## src/design/lcdnw_pkg.sv

```systemverilog
package lcdnw_pkg;

  localparam int CountWidthDef = 16;
  localparam int RegWidth      = 16;
  localparam int RegIdxWidth   = 3;
  localparam int NumRegs       = 6;
  localparam int QueueDepth    = 2;
  localparam int QueuePtrWidth = $clog2(QueueDepth);
  localparam int QueueCntWidth = $clog2(QueueDepth + 1);

  // register indexes
  localparam logic [RegIdxWidth-1:0] RegEnHigh    = 3'd0;
  localparam logic [RegIdxWidth-1:0] RegEnGap     = 3'd1;
  localparam logic [RegIdxWidth-1:0] RegByteWait  = 3'd2;
  localparam logic [RegIdxWidth-1:0] RegPowerUp   = 3'd3;
  localparam logic [RegIdxWidth-1:0] RegInitLong  = 3'd4;
  localparam logic [RegIdxWidth-1:0] RegInitShort = 3'd5;

  // register reset values
  localparam logic [RegWidth-1:0] EnHighReset    = 16'd1;
  localparam logic [RegWidth-1:0] EnGapReset     = 16'd100;
  localparam logic [RegWidth-1:0] ByteWaitReset  = 16'd2000;
  localparam logic [RegWidth-1:0] PowerUpReset   = 16'd50000;
  localparam logic [RegWidth-1:0] InitLongReset  = 16'd5000;
  localparam logic [RegWidth-1:0] InitShortReset = 16'd1000;

  // init nibbles and commands
  localparam logic [3:0] NibSync       = 4'h3;
  localparam logic [3:0] NibFourBit    = 4'h2;
  localparam logic [7:0] CmdFuncSet    = 8'h28;
  localparam logic [7:0] CmdDisplayOn  = 8'h0C;
  localparam logic [7:0] CmdEntryMode  = 8'h06;
  localparam logic [7:0] CmdClear      = 8'h01;
  localparam logic [2:0] StepLastNib   = 3'd3;
  localparam logic [2:0] StepFirstCmd  = 3'd4;
  localparam logic [2:0] StepLastCmd   = 3'd7;
  localparam logic [2:0] StepShortWait = 3'd2;

  typedef enum logic [1:0] {
    REQ_NONE = 2'd0,
    REQ_CMD  = 2'd1,
    REQ_DATA = 2'd2
  } req_kind_e;

  typedef enum logic [4:0] {
    PH_POWER   = 5'b00001,
    PH_EN_HIGH = 5'b00010,
    PH_EN_GAP  = 5'b00100,
    PH_POST    = 5'b01000,
    PH_READY   = 5'b10000
  } phase_e;

  typedef struct packed {
    req_kind_e  kind;
    logic [7:0] data;
  } queue_entry_t;

  typedef struct packed {
    logic                   we;
    logic [RegIdxWidth-1:0] idx;
    logic [RegWidth-1:0]    data;
  } cfg_wr_t;

  // packed lowest field last: lcd_rs sits in bit 0
  typedef struct packed {
    logic       accepted;
    logic       ready_res;
    logic [3:0] lcd_nibble;
    logic       lcd_en;
    logic       lcd_rs;
  } lcd_out_t;

  function automatic logic [3:0] init_nibble(input logic [2:0] step);
    return (step < StepLastNib) ? NibSync : NibFourBit;
  endfunction

  function automatic logic [7:0] init_cmd(input logic [1:0] idx);
    logic [7:0] cmd;
    case (idx)
      2'd0:    cmd = CmdFuncSet;
      2'd1:    cmd = CmdDisplayOn;
      2'd2:    cmd = CmdEntryMode;
      default: cmd = CmdClear;
    endcase
    return cmd;
  endfunction

endpackage

```

## src/design/lcdnw_front.sv

```systemverilog
module lcdnw_front (
  input  logic                  clk_i,
  input  logic                  rst_ni,
  input  logic                  s_tvalid_i,
  output logic                  s_tready_o,
  input  logic [7:0]            s_tdata_i,
  input  logic [1:0]            s_tuser_i,
  output logic                  q_valid_o,
  output lcdnw_pkg::queue_entry_t q_entry_o,
  input  logic                  q_pop_i
);
  import lcdnw_pkg::*;

  queue_entry_t                  mem_q [QueueDepth];
  logic [QueuePtrWidth-1:0]      wr_ptr_q, wr_ptr_d;
  logic [QueuePtrWidth-1:0]      rd_ptr_q, rd_ptr_d;
  logic [QueueCntWidth-1:0]      count_q, count_d;
  queue_entry_t                  entry;
  logic                          push;

  // classify: unused request code counts as no request
  always_comb begin
    entry.data = s_tdata_i;
    case (s_tuser_i)
      REQ_CMD:  entry.kind = REQ_CMD;
      REQ_DATA: entry.kind = REQ_DATA;
      default:  entry.kind = REQ_NONE;
    endcase
  end

  assign s_tready_o = (count_q != QueueCntWidth'(QueueDepth));
  assign push       = s_tvalid_i && s_tready_o;
  assign q_valid_o  = (count_q != '0);
  assign q_entry_o  = mem_q[rd_ptr_q];

  always_comb begin
    wr_ptr_d = wr_ptr_q;
    rd_ptr_d = rd_ptr_q;
    count_d  = count_q;
    if (push) begin
      wr_ptr_d = wr_ptr_q + QueuePtrWidth'(1);
    end
    if (q_pop_i) begin
      rd_ptr_d = rd_ptr_q + QueuePtrWidth'(1);
    end
    case ({push, q_pop_i})
      2'b10:   count_d = count_q + QueueCntWidth'(1);
      2'b01:   count_d = count_q - QueueCntWidth'(1);
      default: count_d = count_q;
    endcase
  end

  always_ff @(posedge clk_i or negedge rst_ni) begin
    if (!rst_ni) begin
      wr_ptr_q <= '0;
      rd_ptr_q <= '0;
      count_q  <= '0;
    end else begin
      wr_ptr_q <= wr_ptr_d;
      rd_ptr_q <= rd_ptr_d;
      count_q  <= count_d;
    end
  end

  always_ff @(posedge clk_i) begin
    if (push) begin
      mem_q[wr_ptr_q] <= entry;
    end
  end

endmodule

```

## src/design/lcdnw_back.sv

```systemverilog
module lcdnw_back #(
  parameter int COUNT_WIDTH = lcdnw_pkg::CountWidthDef
) (
  input  logic                    clk_i,
  input  logic                    rst_ni,
  input  lcdnw_pkg::cfg_wr_t      cfg_i,
  input  logic                    q_valid_i,
  input  lcdnw_pkg::queue_entry_t q_entry_i,
  output logic                    q_pop_o,
  output logic                    m_tvalid_o,
  input  logic                    m_tready_i,
  output lcdnw_pkg::lcd_out_t     m_tdata_o
);
  import lcdnw_pkg::*;

  localparam int LenW = ((COUNT_WIDTH > RegWidth) ? COUNT_WIDTH : RegWidth) + 1;

  logic [RegWidth-1:0]    regs_q [NumRegs];
  phase_e                 phase_q, phase_d;
  logic [2:0]             step_q, step_d;
  logic [COUNT_WIDTH-1:0] wait_q, wait_d;
  logic [7:0]             byte_q, byte_d;
  logic                   rs_q, rs_d;
  logic                   low_q, low_d;
  logic [3:0]             nib_q, nib_d;
  logic                   en_q, en_d;
  logic                   out_valid_q;
  lcd_out_t               out_q, out_d;

  phase_e                 ph;
  logic [COUNT_WIDTH-1:0] wc;
  logic                   rdy, acc, done;
  logic [RegWidth-1:0]    len_sel;
  logic [LenW-1:0]        len_raw, len_eff, len_cap;
  logic [2:0]             step_inc;
  logic [7:0]             cmd_next;

  assign q_pop_o    = q_valid_i && (!out_valid_q || m_tready_i);
  assign m_tvalid_o = out_valid_q;
  assign m_tdata_o  = out_q;
  assign step_inc   = step_q + 3'd1;
  assign cmd_next   = init_cmd(step_inc[1:0]);

  always_comb begin
    ph     = phase_q;
    wc     = wait_q;
    byte_d = byte_q;
    rs_d   = rs_q;
    low_d  = low_q;
    nib_d  = nib_q;
    en_d   = en_q;
    step_d = step_q;
    rdy    = (phase_q == PH_READY);
    acc    = rdy && (q_entry_i.kind != REQ_NONE);

    // take the request: high nibble drives from this tick on
    if (acc) begin
      byte_d = q_entry_i.data;
      rs_d   = (q_entry_i.kind == REQ_DATA);
      low_d  = 1'b0;
      nib_d  = q_entry_i.data[7:4];
      en_d   = 1'b1;
      ph     = PH_EN_HIGH;
      wc     = '0;
    end

    out_d.accepted   = acc;
    out_d.ready_res  = rdy;
    out_d.lcd_nibble = nib_d;
    out_d.lcd_en     = en_d;
    out_d.lcd_rs     = rs_d;

    case (ph)
      PH_POWER:   len_sel = regs_q[RegPowerUp];
      PH_EN_HIGH: len_sel = regs_q[RegEnHigh];
      PH_EN_GAP:  len_sel = regs_q[RegEnGap];
      default: begin
        if (step_q < StepShortWait) begin
          len_sel = regs_q[RegInitLong];
        end else if (step_q == StepShortWait) begin
          len_sel = regs_q[RegInitShort];
        end else begin
          len_sel = regs_q[RegByteWait];
        end
      end
    endcase

    // zero acts as one, narrow counters saturate
    len_cap = LenW'(1) << COUNT_WIDTH;
    len_raw = LenW'(len_sel);
    if (len_raw == '0) begin
      len_eff = LenW'(1);
    end else if (len_raw > len_cap) begin
      len_eff = len_cap;
    end else begin
      len_eff = len_raw;
    end
    done = ((LenW'(wc) + LenW'(1)) >= len_eff);

    phase_d = ph;
    wait_d  = wc;
    if (ph != PH_READY) begin
      if (!done) begin
        wait_d = wc + COUNT_WIDTH'(1);
      end else begin
        wait_d = '0;
        case (ph)
          PH_POWER: begin
            step_d  = '0;
            nib_d   = NibSync;
            en_d    = 1'b1;
            phase_d = PH_EN_HIGH;
          end
          PH_EN_HIGH: begin
            en_d    = 1'b0;
            phase_d = PH_EN_GAP;
          end
          PH_EN_GAP: begin
            if (step_q < StepFirstCmd) begin
              if (step_q == StepLastNib) begin
                step_d  = StepFirstCmd;
                byte_d  = CmdFuncSet;
                rs_d    = 1'b0;
                low_d   = 1'b0;
                nib_d   = CmdFuncSet[7:4];
                en_d    = 1'b1;
                phase_d = PH_EN_HIGH;
              end else begin
                phase_d = PH_POST;
              end
            end else if (!low_d) begin
              low_d   = 1'b1;
              nib_d   = byte_d[3:0];
              en_d    = 1'b1;
              phase_d = PH_EN_HIGH;
            end else begin
              phase_d = PH_POST;
            end
          end
          default: begin
            if (step_q < StepLastNib) begin
              step_d  = step_inc;
              nib_d   = init_nibble(step_inc);
              en_d    = 1'b1;
              phase_d = PH_EN_HIGH;
            end else if (step_q < StepLastCmd) begin
              step_d  = step_inc;
              byte_d  = cmd_next;
              rs_d    = 1'b0;
              low_d   = 1'b0;
              nib_d   = cmd_next[7:4];
              en_d    = 1'b1;
              phase_d = PH_EN_HIGH;
            end else begin
              phase_d = PH_READY;
            end
          end
        endcase
      end
    end
  end

  always_ff @(posedge clk_i or negedge rst_ni) begin
    if (!rst_ni) begin
      regs_q[RegEnHigh]    <= EnHighReset;
      regs_q[RegEnGap]     <= EnGapReset;
      regs_q[RegByteWait]  <= ByteWaitReset;
      regs_q[RegPowerUp]   <= PowerUpReset;
      regs_q[RegInitLong]  <= InitLongReset;
      regs_q[RegInitShort] <= InitShortReset;
    end else if (cfg_i.we && (cfg_i.idx < RegIdxWidth'(NumRegs))) begin
      regs_q[cfg_i.idx] <= cfg_i.data;
    end
  end

  always_ff @(posedge clk_i or negedge rst_ni) begin
    if (!rst_ni) begin
      phase_q     <= PH_POWER;
      step_q      <= '0;
      wait_q      <= '0;
      byte_q      <= '0;
      rs_q        <= 1'b0;
      low_q       <= 1'b0;
      nib_q       <= '0;
      en_q        <= 1'b0;
      out_valid_q <= 1'b0;
    end else begin
      if (q_pop_o) begin
        phase_q <= phase_d;
        step_q  <= step_d;
        wait_q  <= wait_d;
        byte_q  <= byte_d;
        rs_q    <= rs_d;
        low_q   <= low_d;
        nib_q   <= nib_d;
        en_q    <= en_d;
      end
      if (q_pop_o) begin
        out_valid_q <= 1'b1;
      end else if (m_tready_i) begin
        out_valid_q <= 1'b0;
      end
    end
  end

  always_ff @(posedge clk_i) begin
    if (q_pop_o) begin
      out_q <= out_d;
    end
  end

endmodule

```

## src/design/char_lcd_nibble_write_sequencer_top.sv

```systemverilog
// An accepted tick item passes the queue, then the output register, before its result shows.
// Throughput: one tick item per cycle when not stalled, set by the single-step sequencer.
// A two-entry queue parts intake from the sequencer; an output register holds the result.
// Reset: registers return to their defaults, the sequencer starts the power-up wait,
// the queue and the output register are empty.
module char_lcd_nibble_write_sequencer_top #(
  parameter int COUNT_WIDTH = lcdnw_pkg::CountWidthDef
) (
  input  logic                                clk_i,
  input  logic                                rst_ni,
  input  logic                                cfg_we_i,
  input  logic [lcdnw_pkg::RegIdxWidth-1:0]   cfg_idx_i,
  input  logic [lcdnw_pkg::RegWidth-1:0]      cfg_data_i,
  input  logic                                s_axis_tvalid_i,
  output logic                                s_axis_tready_o,
  input  logic [7:0]                          s_axis_tdata_i,  // [7:0] req_byte
  input  logic [1:0]                          s_axis_tuser_i,  // [1:0] req_type
  output logic                                m_axis_tvalid_o,
  input  logic                                m_axis_tready_i,
  // [0] lcd_rs, [1] lcd_en, [5:2] lcd_nibble, [6] ready_res, [7] accepted
  output logic [7:0]                          m_axis_tdata_o
);
  import lcdnw_pkg::*;

  cfg_wr_t      cfg;
  logic         q_valid;
  logic         q_pop;
  queue_entry_t q_entry;
  lcd_out_t     out_data;

  assign cfg.we   = cfg_we_i;
  assign cfg.idx  = cfg_idx_i;
  assign cfg.data = cfg_data_i;

  lcdnw_front u_front (
    .clk_i      (clk_i),
    .rst_ni     (rst_ni),
    .s_tvalid_i (s_axis_tvalid_i),
    .s_tready_o (s_axis_tready_o),
    .s_tdata_i  (s_axis_tdata_i),
    .s_tuser_i  (s_axis_tuser_i),
    .q_valid_o  (q_valid),
    .q_entry_o  (q_entry),
    .q_pop_i    (q_pop)
  );

  lcdnw_back #(
    .COUNT_WIDTH (COUNT_WIDTH)
  ) u_back (
    .clk_i      (clk_i),
    .rst_ni     (rst_ni),
    .cfg_i      (cfg),
    .q_valid_i  (q_valid),
    .q_entry_i  (q_entry),
    .q_pop_o    (q_pop),
    .m_tvalid_o (m_axis_tvalid_o),
    .m_tready_i (m_axis_tready_i),
    .m_tdata_o  (out_data)
  );

  assign m_axis_tdata_o = out_data;

  a_acc_needs_ready: assert property (@(posedge clk_i) disable iff (!rst_ni)
    m_axis_tvalid_o |-> (!out_data.accepted || out_data.ready_res))
    else $error("accepted reported without ready");

  a_full_has_entry: assert property (@(posedge clk_i) disable iff (!rst_ni)
    !s_axis_tready_o |-> q_valid)
    else $error("intake stalled with empty queue");

  a_no_pop_on_stall: assert property (@(posedge clk_i) disable iff (!rst_ni)
    (m_axis_tvalid_o && !m_axis_tready_i) |-> !q_pop)
    else $error("queue popped while result stalled");

  a_pop_makes_result: assert property (@(posedge clk_i) disable iff (!rst_ni)
    q_pop |=> m_axis_tvalid_o)
    else $error("popped item produced no result");

endmodule
```

## config.mk

```make
export PLATFORM = sky130hd
export DESIGN_NAME = char_lcd_nibble_write_sequencer_top
export DESIGN_NICKNAME = d
export VERILOG_FILES = /design/src/design/lcdnw_pkg.sv /design/src/design/lcdnw_front.sv /design/src/design/lcdnw_back.sv /design/src/design/char_lcd_nibble_write_sequencer_top.sv
export SDC_FILE = /design/constraint.sdc
export NUM_CORES = 1
export LEC_CHECK = 0
export BUFFER_PORTS_ARGS = -buffer_cell sky130_fd_sc_hd__buf_2
export CAP_MARGIN = 40
export CORE_MARGIN = 1
export CORE_UTILIZATION = 55
export DETAILED_ROUTE_END_ITERATION = 8
export PLACE_DENSITY = 0.86
export SETUP_SLACK_MARGIN = 0.15
export SYNTH_ARGS = -nofsm -noshare
export SYNTH_HDL_FRONTEND = slang
export SYNTH_HIERARCHICAL = 1
export SYNTH_SLANG_ARGS = --single-unit
```

## constraint.sdc

```tcl
create_clock -name clk_i -period 4.49 [get_ports clk_i]
set_clock_uncertainty 0.1 [all_clocks]
set_input_delay 0.2245 -clock clk_i [delete_from_list [all_inputs] [get_ports clk_i]]
set_output_delay 0.2245 -clock clk_i [all_outputs]
set_load 0.05 [all_outputs]
```

**After elaboration in Yosys (flattened, before gate mapping)**

Memories as Yosys holds them, arrays and structs flattened.
Cells that the tools add are included.

- Bits in writable memories: 20
- Memories: 1
- Output and inout port bits: 10
- Register bits after elaboration: 148
- Input bits: 34
- Word-level logic and storage cells: 151

Memories:

| memory | words | bits a word | read ports | clocked after Yosys merged registers in | write ports | RTL line | text |
|---|---|---|---|---|---|---|---|
| u_front.mem_q | 2 | 10 | 1 | 0 | 1 | lcdnw_front.sv:14 | `queue_entry_t mem_q [QueueDepth];` |

- Mux-type cells: 75
- Order comparisons: 10
- $add $sub $neg: 7
- Eq/ne operators: 17
- Bitwise gates (word level): 2
- Reduce and logical (&&, ||, !) cells: 16

Operators by type and width:

| cell | number |
|---|---|
| bitwise mux 96 bit | 1 |
| 2-to-1 mux 16 bit | 6 |
| 2-to-1 mux 8 bit | 7 |
| demux 16 bit (select 3 bit) | 1 |
| case mux 16 bit (3 select lines) | 1 |
| 2-to-1 mux 4 bit | 10 |
| 2-to-1 mux 17 bit | 2 |
| 2-to-1 mux 5 bit | 6 |
| 2-to-1 mux 1 bit | 27 |
| case mux 6 bit (3 select lines) | 1 |
| adder 16 x 1 -> 17 bit, second input constant | 1 |
| >= comparator 17 bit | 1 |
| greater-than comparator 16 x 17 -> 1 bit, second input constant | 1 |
| adder 16 x 1 -> 16 bit, second input constant | 1 |
| logical NOT 16 bit | 1 |
| case mux 8 bit (2 select lines) | 1 |
| case mux 5 bit (3 select lines) | 1 |
| 2-to-1 mux 3 bit | 4 |
| case mux 4 bit (3 select lines) | 1 |
| < comparator 3 x 2 -> 1 bit, second input constant | 3 |
| < comparator 3 bit, second input constant | 3 |
| case mux 3 bit (3 select lines) | 1 |
| == test 2 bit, second input constant | 4 |
| case mux 2 bit (2 select lines) | 2 |
| 27 further kinds | 40 |

**Longest topological paths before layout**

Gate-level depths: netlist of the first run.
An unclocked memory read counts as a cell.

- Depth after elaboration: 12
- Gate-level depth with buffers: 23
- Mapped depth without buffers: 18

**Modules after synthesis**

Netlist of the first run, hierarchy kept.

By module, submodules not included:

| module | seq. area each (um^2) | times used | area an instance (um^2) | cells each |
|---|---|---|---|---|
| lcdnw_back | 3578.4 | 1 | 7277.0 | 649 |
| lcdnw_front | 700.7 | 1 | 924.6 | 49 |

**Worst setup path after synthesis of the first run**

No wires, ideal clock.

- Kind: register -> register
- Start point: register u_front.rd_ptr_q
- End point: register u_back.byte_q[3]
- Buffers on the path: 4
- Period minus slack after synthesis: 4.804 ns
- Path slack: -0.314 ns
- Cell stages (with the launch flop): 23
- Setup time: 0.123 ns
- Data arrival time: 4.581 ns
- Required time: 4.267 ns
- Cell sequence: dfrtp_1 -> buf_4 -> mux2_1 -> o21ai_1 -> nand2b_1 -> clkbuf_1 -> clkbuf_1 -> and2_1 -> ha_1 -> nand3_1 -> nor3_2 -> nand4_1 -> xor2_1 -> nor2_1 -> ha_1 -> nand4_1 -> nor2_1 -> a41o_1 -> a31o_2 -> or2_0 -> clkbuf_1 -> a31o_2 -> o221a_1

RTL lines:

| element | RTL line | text |
|---|---|---|
| from (decl) | lcdnw_front.sv:16 | `logic [QueuePtrWidth-1:0] rd_ptr_q, rd_ptr_d;` |
| from (signal assigned) | lcdnw_front.sv:60 | `rd_ptr_q <= rd_ptr_d;` |
| to (signal assigned) | lcdnw_back.sv:192 | `byte_q <= byte_d;` |
| to (decl) | lcdnw_back.sv:22 | `logic [7:0] byte_q, byte_d;` |

==> results of run 1 <==
-- cells in the final DEF, fill, tap and decap left out, types with 5 or more instances in the layout --
cell type and instances:
sky130_fd_sc_hd__inv_1 12, sky130_fd_sc_hd__clkinv_4 5, sky130_fd_sc_hd__mux2_4 6, sky130_fd_sc_hd__xnor2_1 11, sky130_fd_sc_hd__nand2b_1 7, sky130_fd_sc_hd__a21oi_1 30, sky130_fd_sc_hd__mux2_1 8, sky130_fd_sc_hd__nand3_1 12
sky130_fd_sc_hd__dfstp_2 28, sky130_fd_sc_hd__buf_2 42, sky130_fd_sc_hd__mux2_2 98, sky130_fd_sc_hd__nand2_1 56, sky130_fd_sc_hd__o41ai_1 8, sky130_fd_sc_hd__a22o_1 15, sky130_fd_sc_hd__clkbuf_16 18, sky130_fd_sc_hd__dfrtp_1 107
sky130_fd_sc_hd__ha_1 21, sky130_fd_sc_hd__mux2i_1 19, sky130_fd_sc_hd__dlygate4sd3_1 14, sky130_fd_sc_hd__edfxtp_1 28, sky130_fd_sc_hd__buf_4 43, sky130_fd_sc_hd__and3_1 5, sky130_fd_sc_hd__nor2_1 46, sky130_fd_sc_hd__nand4_1 15
sky130_fd_sc_hd__o211ai_1 6, sky130_fd_sc_hd__xor2_1 8, sky130_fd_sc_hd__o21ai_0 9, sky130_fd_sc_hd__nor3_1 8, sky130_fd_sc_hd__a221oi_4 12
-- logic make-up (layout without fill, tap and decap cells) --
| family | count (synthesis) | in the layout | share of synthesized area (%) |
|---|---|---|---|
| AND/OR/NAND/NOR | 188 | 188 | 11.18 |
| flip-flops | 164 | 164 | 52.17 |
| multiplexers | 131 | 131 | 17.70 |
| AO/OA/AOI/OAI | 117 | 117 | 10.39 |
| buffers and inverters | 54 | 153 | 2.807 |
| adder cells (fa/ha/maj) | 23 | 23 | 3.509 |
| XOR/XNOR | 21 | 21 | 2.242 |
-- stage by stage --
stage | setup TNS (ps) | hold WS (ps)
finish | 0 | 12.24
global route | 0 | 4.655
CTS | 0 | 2.577
detailed placement | -295.3 | 206.3
global placement | 0 | 195.5
floorplan | 0 | -171.1
-- power breakdown --
group | internal [W] | switching [W]
Clock | 0.000765 | 0.000610
Sequential | 0.00196 | 0.000287
Combinational | 0.00127 | 0.00163
-- sequential cells by signal (all words and copies together) (netlist names) --
register / cells
u_back/phase_q: 5
u_front/wr_ptr_q: 1
u_front/count_q: 2
u_back/m_tdata_o: 8
u_back/step_q: 3
u_front/mem_q: 20
u_back/low_q: 1
u_back/wait_q: 16
u_back/nib_q: 4
u_back/rs_q: 1
u_back/en_q: 1
u_back/m_tvalid_o: 1
u_back/byte_q: 4
u_front/rd_ptr_q: 1
u_back/regs_q: 96
-- how the worst min path moves through the flow --
stage / start / endpoint / depth (start not counted)
2_1_floorplan: rst_ni / u_back/byte_q[0] / 0
3_5_place_dp: rst_ni / u_back/nib_q[3] / 1
5_1_grt: cfg_data_i[4] / u_back/regs_q[36] / 2
3_3_place_gp: rst_ni / u_back/nib_q[3] / 1
6_report: cfg_data_i[14] / u_back/regs_q[46] / 2
4_1_cts: cfg_data_i[4] / u_back/regs_q[52] / 2
-- routing by layer --
metal / share of wire, % / routed length, µm
met5: 0 / 0
met4: 3.8 / 792
met3: 6.7 / 1422
met2: 51 / 10710
met1: 39 / 8159
-- cell type report --
cell class / instances / area, µm² / share of cell area, %
inverters: 15 / 56.30 / 0.5606
flip-flops and latches: 164 / 4280 / 42.62
multi-input cells: 480 / 4126 / 41.09
clock inverters: 15 / 132.6 / 1.321
clock buffers: 17 / 425.4 / 4.236
well taps: 184 / 230.2 / 2.292
repair buffers: 106 / 792.0 / 7.886
-- repair_timing --
action,in CTS,in global routing
pin swaps,2,23
buffers inserted,0,7
endpoints found under the setup margin,35,35
gates cloned,0,1
hold buffers,14,0
endpoints found under the hold margin,67,0
gates resized for setup,17,45
==> summary.md, run 1 <==
In the post-synthesis netlist, the cell with the most instances is sky130_fd_sc_hd__dfrtp_1. The logic depth of the worst setup path including buffers is 16, and the total non-filler cell area in the finished layout is 10040 µm². The tools report the destination of the critical timing path as u_back/step_q[0]. Once placement completed, the tool counted placed cells totaling 926. For the count of warnings emitted by yosys, the log shows 6. Once the floorplan was initialized, standard cells occupied 56.43% of the core. 0 antenna diodes ended up in the layout. The tools report the half-perimeter wire length of the detailed placement result as 12.75 mm.

For the worst setup path, the data arrival time is 4570 ps. The total setup violations reported at the end of the flow came out at 0. The logs give 17 for the total CTS buffers and 2 for the maximum buffer depth of the clock tree. The post-detailed-route via-to-cell ratio is 6.432.

The shortest clock period the worst path allows after layout works out to 4362 ps. The tools report the net count after synthesis as 755. Of all cell types, the one taking the most synthesized area is sky130_fd_sc_hd__dfrtp_1. The global routing stage identified its most utilized layer as met2. The run gives 7 as the count of TritonRoute iterations in the first routing pass.

The commonest cells after synthesis are sky130_fd_sc_hd__dfrtp_1 (108), sky130_fd_sc_hd__mux2_2 (102), sky130_fd_sc_hd__nand2_1 (56), sky130_fd_sc_hd__nor2_1 (48), sky130_fd_sc_hd__a21oi_1 (31). Clock tree synthesis selected as its root buffer the cell sky130_fd_sc_hd__clkbuf_16. The final layout contains 841 nets.

The top cell type by area accounts for 32.95% of the synthesized area. The tools report the cell area reported after detailed placement as 8895 µm². The setup slack after layout came out at 128.3 ps.

Setup repair after global routing left no endpoint under its margin. The total overflow left after global routing is 0. Measured along the y axis, the die boundary spans 124.1 µm. The die boundary width works out to 124.1 µm.

In this run the static leakage power is 4.267 nW. Total routed wirelength: 21.09 mm. In this run the register-to-register setup slack is 130 ps. Met2 capacity usage during global routing: 44.82%. Clock-pin slew was measured on the worst setup and hold paths at 70 ps. The average instance in the mapped netlist occupies 11.75 µm². The total global-route track usage is 27.17%, and the met3 capacity usage during global routing is 5.815%.

The run gives 430 ps as the clock latency at the later pin of the worst-skew pair. The number of buffer and inverter stages on the critical path came out at 1. Of all flip-flops after synthesis, the portion carrying an async set or reset was 82.93%. The global-route track usage on met1 is 33.44%, and the worst slew margin relative to its limit is 38.44%. TritonCTS built the clock tree.

The run gives 4700 ps as the worst endpoint required time. Cells fill 69.10% of the core in the end. At the pin with the least slew margin, the transition time is 900.2 ps.

The post-synth design cell area was 8202 µm²; the register bit total from synthesis was 164. The floorplan has 44 rows. The worst register-to-register path ends at u_back/step_q[0]. For the worst flop-to-flop path, the logic depth is 16. Residual antenna-violating net count after detailed routing: 0.

The via count of the first global-routing pass was 6330. For the die footprint, the log shows 15400 µm². The tools report the count of final hold-check violations as 0.

Relative to the synthesized area, the layout overhead comes to 22.46%. Of the available clock period, the critical path in the final layout requires 97.14%. The tools report the final standard cell count with taps included and fillers excluded as 981.

The setup path with the least slack is of type register to register. The violation count after the first detailed-routing iteration was 618. STA classifies the critical path startpoint as a register. The tools report the number of fill cells in the layout as 967. The total I/O pin count is 44, and the post-synthesis sequential area ratio is 52.17%. The dominant cell type by count on the critical path is sky130_fd_sc_hd__mux2_4. Input and output buffers added on the ports amount to 43.

Average wire per standard cell: 21.50 µm. Sorting the synthesized cells by area gives the leading types as sky130_fd_sc_hd__dfrtp_1 (33%), sky130_fd_sc_hd__mux2_2 (14%), sky130_fd_sc_hd__edfxtp_1 (10%). Counting every instance in the synthesized netlist gives 698. The H-tree depth came out at 4. Power comes to 0.006525 W. The flow ran to the end, and the final reports show no timing, DRC or antenna violations. The path class of the tightest hold or removal check is input port to register.

Dominant delay contributor by cell family on the critical path: simple AND/OR/NAND/NOR gates. The worst setup path is captured at a register. The count of pins over their slew limit is 0.

The synthesized design contains 28 enable-type register cells. In the routed design, unresolved DRC markers number 0. The post-place setup slack came out at -78.71 ps.

The run gives 164 as the number of sinks driven by the clock tree. The power per cell area was 649.7 nW/µm²; the total via count after detailed routing was 6310. The most used flip-flop cell after synthesis is sky130_fd_sc_hd__dfrtp_1.

For the maximum number of pins on one net before global-route repair, the log shows 55. The run gives 67 as the count of different cell masters after synthesis. In this run the worst setup path begins at u_front/rd_ptr_q. For this run, the slowest stage of the critical path takes 560 ps.

Across the run, the number of max-cap violations was 0. The tools report the top achievable clock speed as 229.3 MHz. The slowest stage of the critical path belongs to the cell sky130_fd_sc_hd__or4_4.

The run gives 14530 µm² as the total core area. Proportion of layout cells with a drive suffix above 1: 38.77%. For the wire length of the first global-routing pass, the log shows 31.66 mm.

Of all nets on the critical path, the largest fanout is 8. In this run the critical register-to-register path is launched from u_front/rd_ptr_q. The last weighted congestion value of the routability-driven placer came out at 0.9233.

Largest voltage drop on the vdd net: 0.0004180 V. The initial antenna violation count is 0. Walking the worst path, the cells encountered are mux2_4, o21ai_4, mux2_4, nor4_4, buf_6, a221oi_4, nand4_1, or4_4, nand3_4, ha_4, nor3_2, a2111oi_2, o211ai_1, or2_4, nand4_1, mux2_4.
No activity file was read; power rests on OpenSTA's default activity.
==> inputs of run 2 (changes only) <==
Settings changed: GPL_TIMING_DRIVEN from default to 1, MAX_ROUTING_LAYER from default to met4.
==> run 2 against run 1 <==
Non-clock buffer count rose by 6. Global-route usage increased by 1.4 points. Maximum frequency grew 2.0%.
==> summary.md, run 2 (same netlist as run 1, synthesis figures left out) <==
The half-perimeter wire length of the detailed placement result came out at 13.12 mm (was 12.75 mm). TritonCTS built the clock tree. The tools report the number of sinks driven by the clock tree as 164 (unchanged). The worst hold path cell count is 2 (unchanged), and the via count of the first global-routing pass is 6313 (was 6330). The die footprint was 15400 µm² (unchanged). Area growth from synthesis to final layout: 23.25% (was 22.46%). Setup TNS: 0 ps (unchanged). The worst hold path startpoint is cfg_data_i[7] (was cfg_data_i[14]). Setup repair after global routing could not meet its margin everywhere. The power per cell area is 645.9 nW/µm² (was 649.7 nW/µm²), and the number of buffers inserted by port buffering is 43 (unchanged). The H-tree depth is 4 (unchanged). For the maximum number of pins on one net before global-route repair, the log shows 68 (was 55). The cell at the root of the clock tree is sky130_fd_sc_hd__clkbuf_16 (unchanged). The endpoint with the worst hold slack was u_back/regs_q[7] (was u_back/regs_q[46]). The run gives 31.77 mm (was 31.66 mm) as the wire length of the first global-routing pass.

Most used cells in the layout excluding fill and tap cells: sky130_fd_sc_hd__dfrtp_1 (106), sky130_fd_sc_hd__mux2_2 (102), sky130_fd_sc_hd__nand2_1 (56) (was sky130_fd_sc_hd__dfrtp_1 (107), sky130_fd_sc_hd__mux2_2 (98), sky130_fd_sc_hd__nand2_1 (56)). The run gives 4.297 nW (was 4.267 nW) as the leakage dissipation. The run gives 0 (unchanged) as the remaining design rule violation count.

The reg-to-reg critical path endpoint is u_back/step_q[0] (unchanged). Minimum setup slack among reg-to-reg paths: 220 ps (was 130 ps). The dominant delay contributor by cell family on the critical path is simple AND/OR/NAND/NOR gates (unchanged). The number of buffer and inverter stages on the critical path came out at 1 (unchanged). The logs give 233.9 MHz (was 229.3 MHz) for the top achievable clock speed and 6175 (was 6310) for the total via count after detailed routing. The flow ran to the end, and the final reports show no timing, DRC or antenna violations.

The maximum fanout along the worst path is 16 (was 8). The critical path's largest stage delay came out at 540 ps (was 560 ps). The residual antenna-violating net count after detailed routing was 0 (unchanged); the number of max-capacitance violations reported was 0 (unchanged). The violation count after the first detailed-routing iteration is 630 (was 618). The initial antenna violation count is 0 (unchanged). The worst flop-to-flop path startpoint was u_front/rd_ptr_q (unchanged). Total CTS buffers: 17 (unchanged). The startpoint type of the worst setup path was a register (unchanged).

The slew at the pin closest to its max-slew limit is 957.5 ps (was 900.2 ps). The final standard cell count with taps included and fillers excluded is 987 (was 981). Floorplan row count: 44 (unchanged). The average wire per standard cell was 20.93 µm (was 21.50 µm); the length in cells of the worst reg-to-reg path was 15 (was 16). The shortest clock period the worst path allows after layout is 4275 ps (was 4362 ps), and the maximum buffer depth of the clock tree is 2 (unchanged). The fraction of the cycle the final worst path needs works out to 95.20% (was 97.14%). The post-placement cell count was 933 (was 926); the count of pins over their slew limit was 0 (unchanged).

The clock-pin slew of the registers on the worst-case setup and hold paths came out at 60 ps (was 70 ps). The clock latency at the later pin of the worst-skew pair is 430 ps (about the same), and the number of antenna cells inserted is 0 (unchanged). The worst endpoint required time is 4700 ps (about the same), and the total core area is 14530 µm² (unchanged).

Register name with the most flops: u_back/regs_q (unchanged). The tools report the arrival time of the worst setup path as 4480 ps (was 4570 ps). The die boundary width is 124.1 µm (unchanged). Type of the worst setup path: register to register (unchanged). Class of the tightest hold or removal check: input port to register (unchanged). The post-detailed-route via-to-cell ratio was 6.256 (was 6.432); the largest voltage drop on the vdd net was 0.0004551 V (was 0.0004180 V). For the global-route congestion overflow total, the log shows 0 (unchanged). The tools report the type of destination of the critical path as a register (unchanged).

Total I/O pin count: 44 (unchanged). The proportion of layout cells with a drive suffix above 1 was 39.10% (was 38.77%). The flip-flop count of the largest register, all copies and words added was 96 (unchanged); the count of final hold-check violations was 0 (unchanged).

The critical-path cell with the highest stage delay is sky130_fd_sc_hd__or4_1 (was sky130_fd_sc_hd__or4_4). The run gives 0.8803 (was 0.9233) as the last weighted congestion value of the routability-driven placer. Cell Chain, Critical Path: mux2_4, o21ai_4, mux2_2, nor4_2, buf_12, a221oi_4, nand4_1, or4_1, nand3_1, ha_1, a41o_1, a31o_4, or2_4, nand4_1, mux2_2 (was mux2_4, o21ai_4, mux2_4, nor4_4, buf_6, a221oi_4, nand4_1, or4_4, nand3_4, ha_4, nor3_2, a2111oi_2, o211ai_1, or2_4, nand4_1, mux2_4). Floorplan die height: 124.1 µm (unchanged). The run gives 56.43% (unchanged) as the initial cell density of the core.

The number of nets in the final layout is 847 (was 841), and the total setup violations reported at the end of the flow is 0 (unchanged). The total global-route track usage came out at 28.56% (was 27.17%). Most frequent standard cell in the layout excluding fill and tap cells: sky130_fd_sc_hd__dfrtp_1 (unchanged). The count of TritonRoute iterations in the first routing pass came out at 5 (was 7).

The worst slew margin relative to its limit is 34.52% (was 38.44%), and the total routed wirelength is 20.66 mm (was 21.09 mm). Biggest regs: u_back/regs_q x96, u_front/mem_q x20, u_back/wait_q x16 (unchanged).
-- run 2: per-layer routing --
layer	track usage (%)	routed length, µm	vias up
met4	12.87	488	0
met1	33.22	8229	3121
met3	5.998	1103	40
met5	-	0	-
met2	47.58	10830	242
li1	-	-	2772
-- run 2: report_power, final --
part           internal (W)  switching, W  total (W)
Sequential          0.00196      0.000281    0.00225
Clock              0.000860      0.000611    0.00147
Combinational       0.00124       0.00158    0.00281
Total               0.00406       0.00247    0.00653
-- run 2: per-stage QoR --
step | utilization (%) | hold WS, ps | setup WS (ps) | instance area, µm² | total power (W)
2_1_floorplan | - | -171.1 | 164.6 | 8257 | 0.003765
3_3_place_gp | 61.41 | 263.1 | 105.6 | 8925 | 0.004484
3_5_place_dp | 61.56 | 286.0 | -194.7 | 8947 | 0.004624
4_1_cts | 67.51 | 0.005218 | 160.4 | 9812 | 0.006222
5_1_grt | 69.55 | 5.214 | 85.72 | 10110 | 0.006864
6_report | 69.55 | 5.688 | 215.4 | 10110 | 0.006529
-- run 2: area by class of cell --
type / count / area, µm²
Clock buffer: 20 / 456.7
Clock inverter: 12 / 141.4
Fill cell: 952 / 4425
Inverter: 15 / 56.30
Multi-Input combinational cell: 480 / 4099
Sequential cell: 164 / 4282
Tap cell: 184 / 230.2
Timing Repair Buffer: 112 / 843.3
-- run 2: worst max path at each step --
stage / cells after the start / start / end
after global routing: 15 / u_front/rd_ptr_q / u_back/byte_q[3]
after global placement: 16 / u_front/rd_ptr_q / u_back/step_q[2]
final: 15 / u_front/rd_ptr_q / u_back/step_q[0]
after floorplan: 22 / u_front/rd_ptr_q / u_back/byte_q[3]
after detailed placement: 16 / u_front/rd_ptr_q / u_back/step_q[0]
after CTS: 19 / u_front/rd_ptr_q / u_back/byte_q[3]
-- run 2: timing repair --
item,4_1_cts,5_1_grt
hold buffers,17,0
gates cloned,0,0
hold endpoints to repair,80,0
pin swaps,3,27
resized for setup,18,41
endpoints found under the setup margin,35,35
buffers inserted,1,3
-- run 2: worst register-to-register path, cell delays in order, from the launching register on --
cell and delay [ps]:
sky130_fd_sc_hd__dfrtp_2 440, sky130_fd_sc_hd__mux2_4 340, sky130_fd_sc_hd__o21ai_4 180, sky130_fd_sc_hd__mux2_2 190, sky130_fd_sc_hd__nor4_2 60, sky130_fd_sc_hd__buf_12 190
sky130_fd_sc_hd__a221oi_4 340, sky130_fd_sc_hd__nand4_1 140, sky130_fd_sc_hd__or4_1 540, sky130_fd_sc_hd__nand3_1 90, sky130_fd_sc_hd__ha_1 230, sky130_fd_sc_hd__a41o_1 260
sky130_fd_sc_hd__a31o_4 230, sky130_fd_sc_hd__or2_4 290, sky130_fd_sc_hd__nand4_1 160, sky130_fd_sc_hd__mux2_2 370
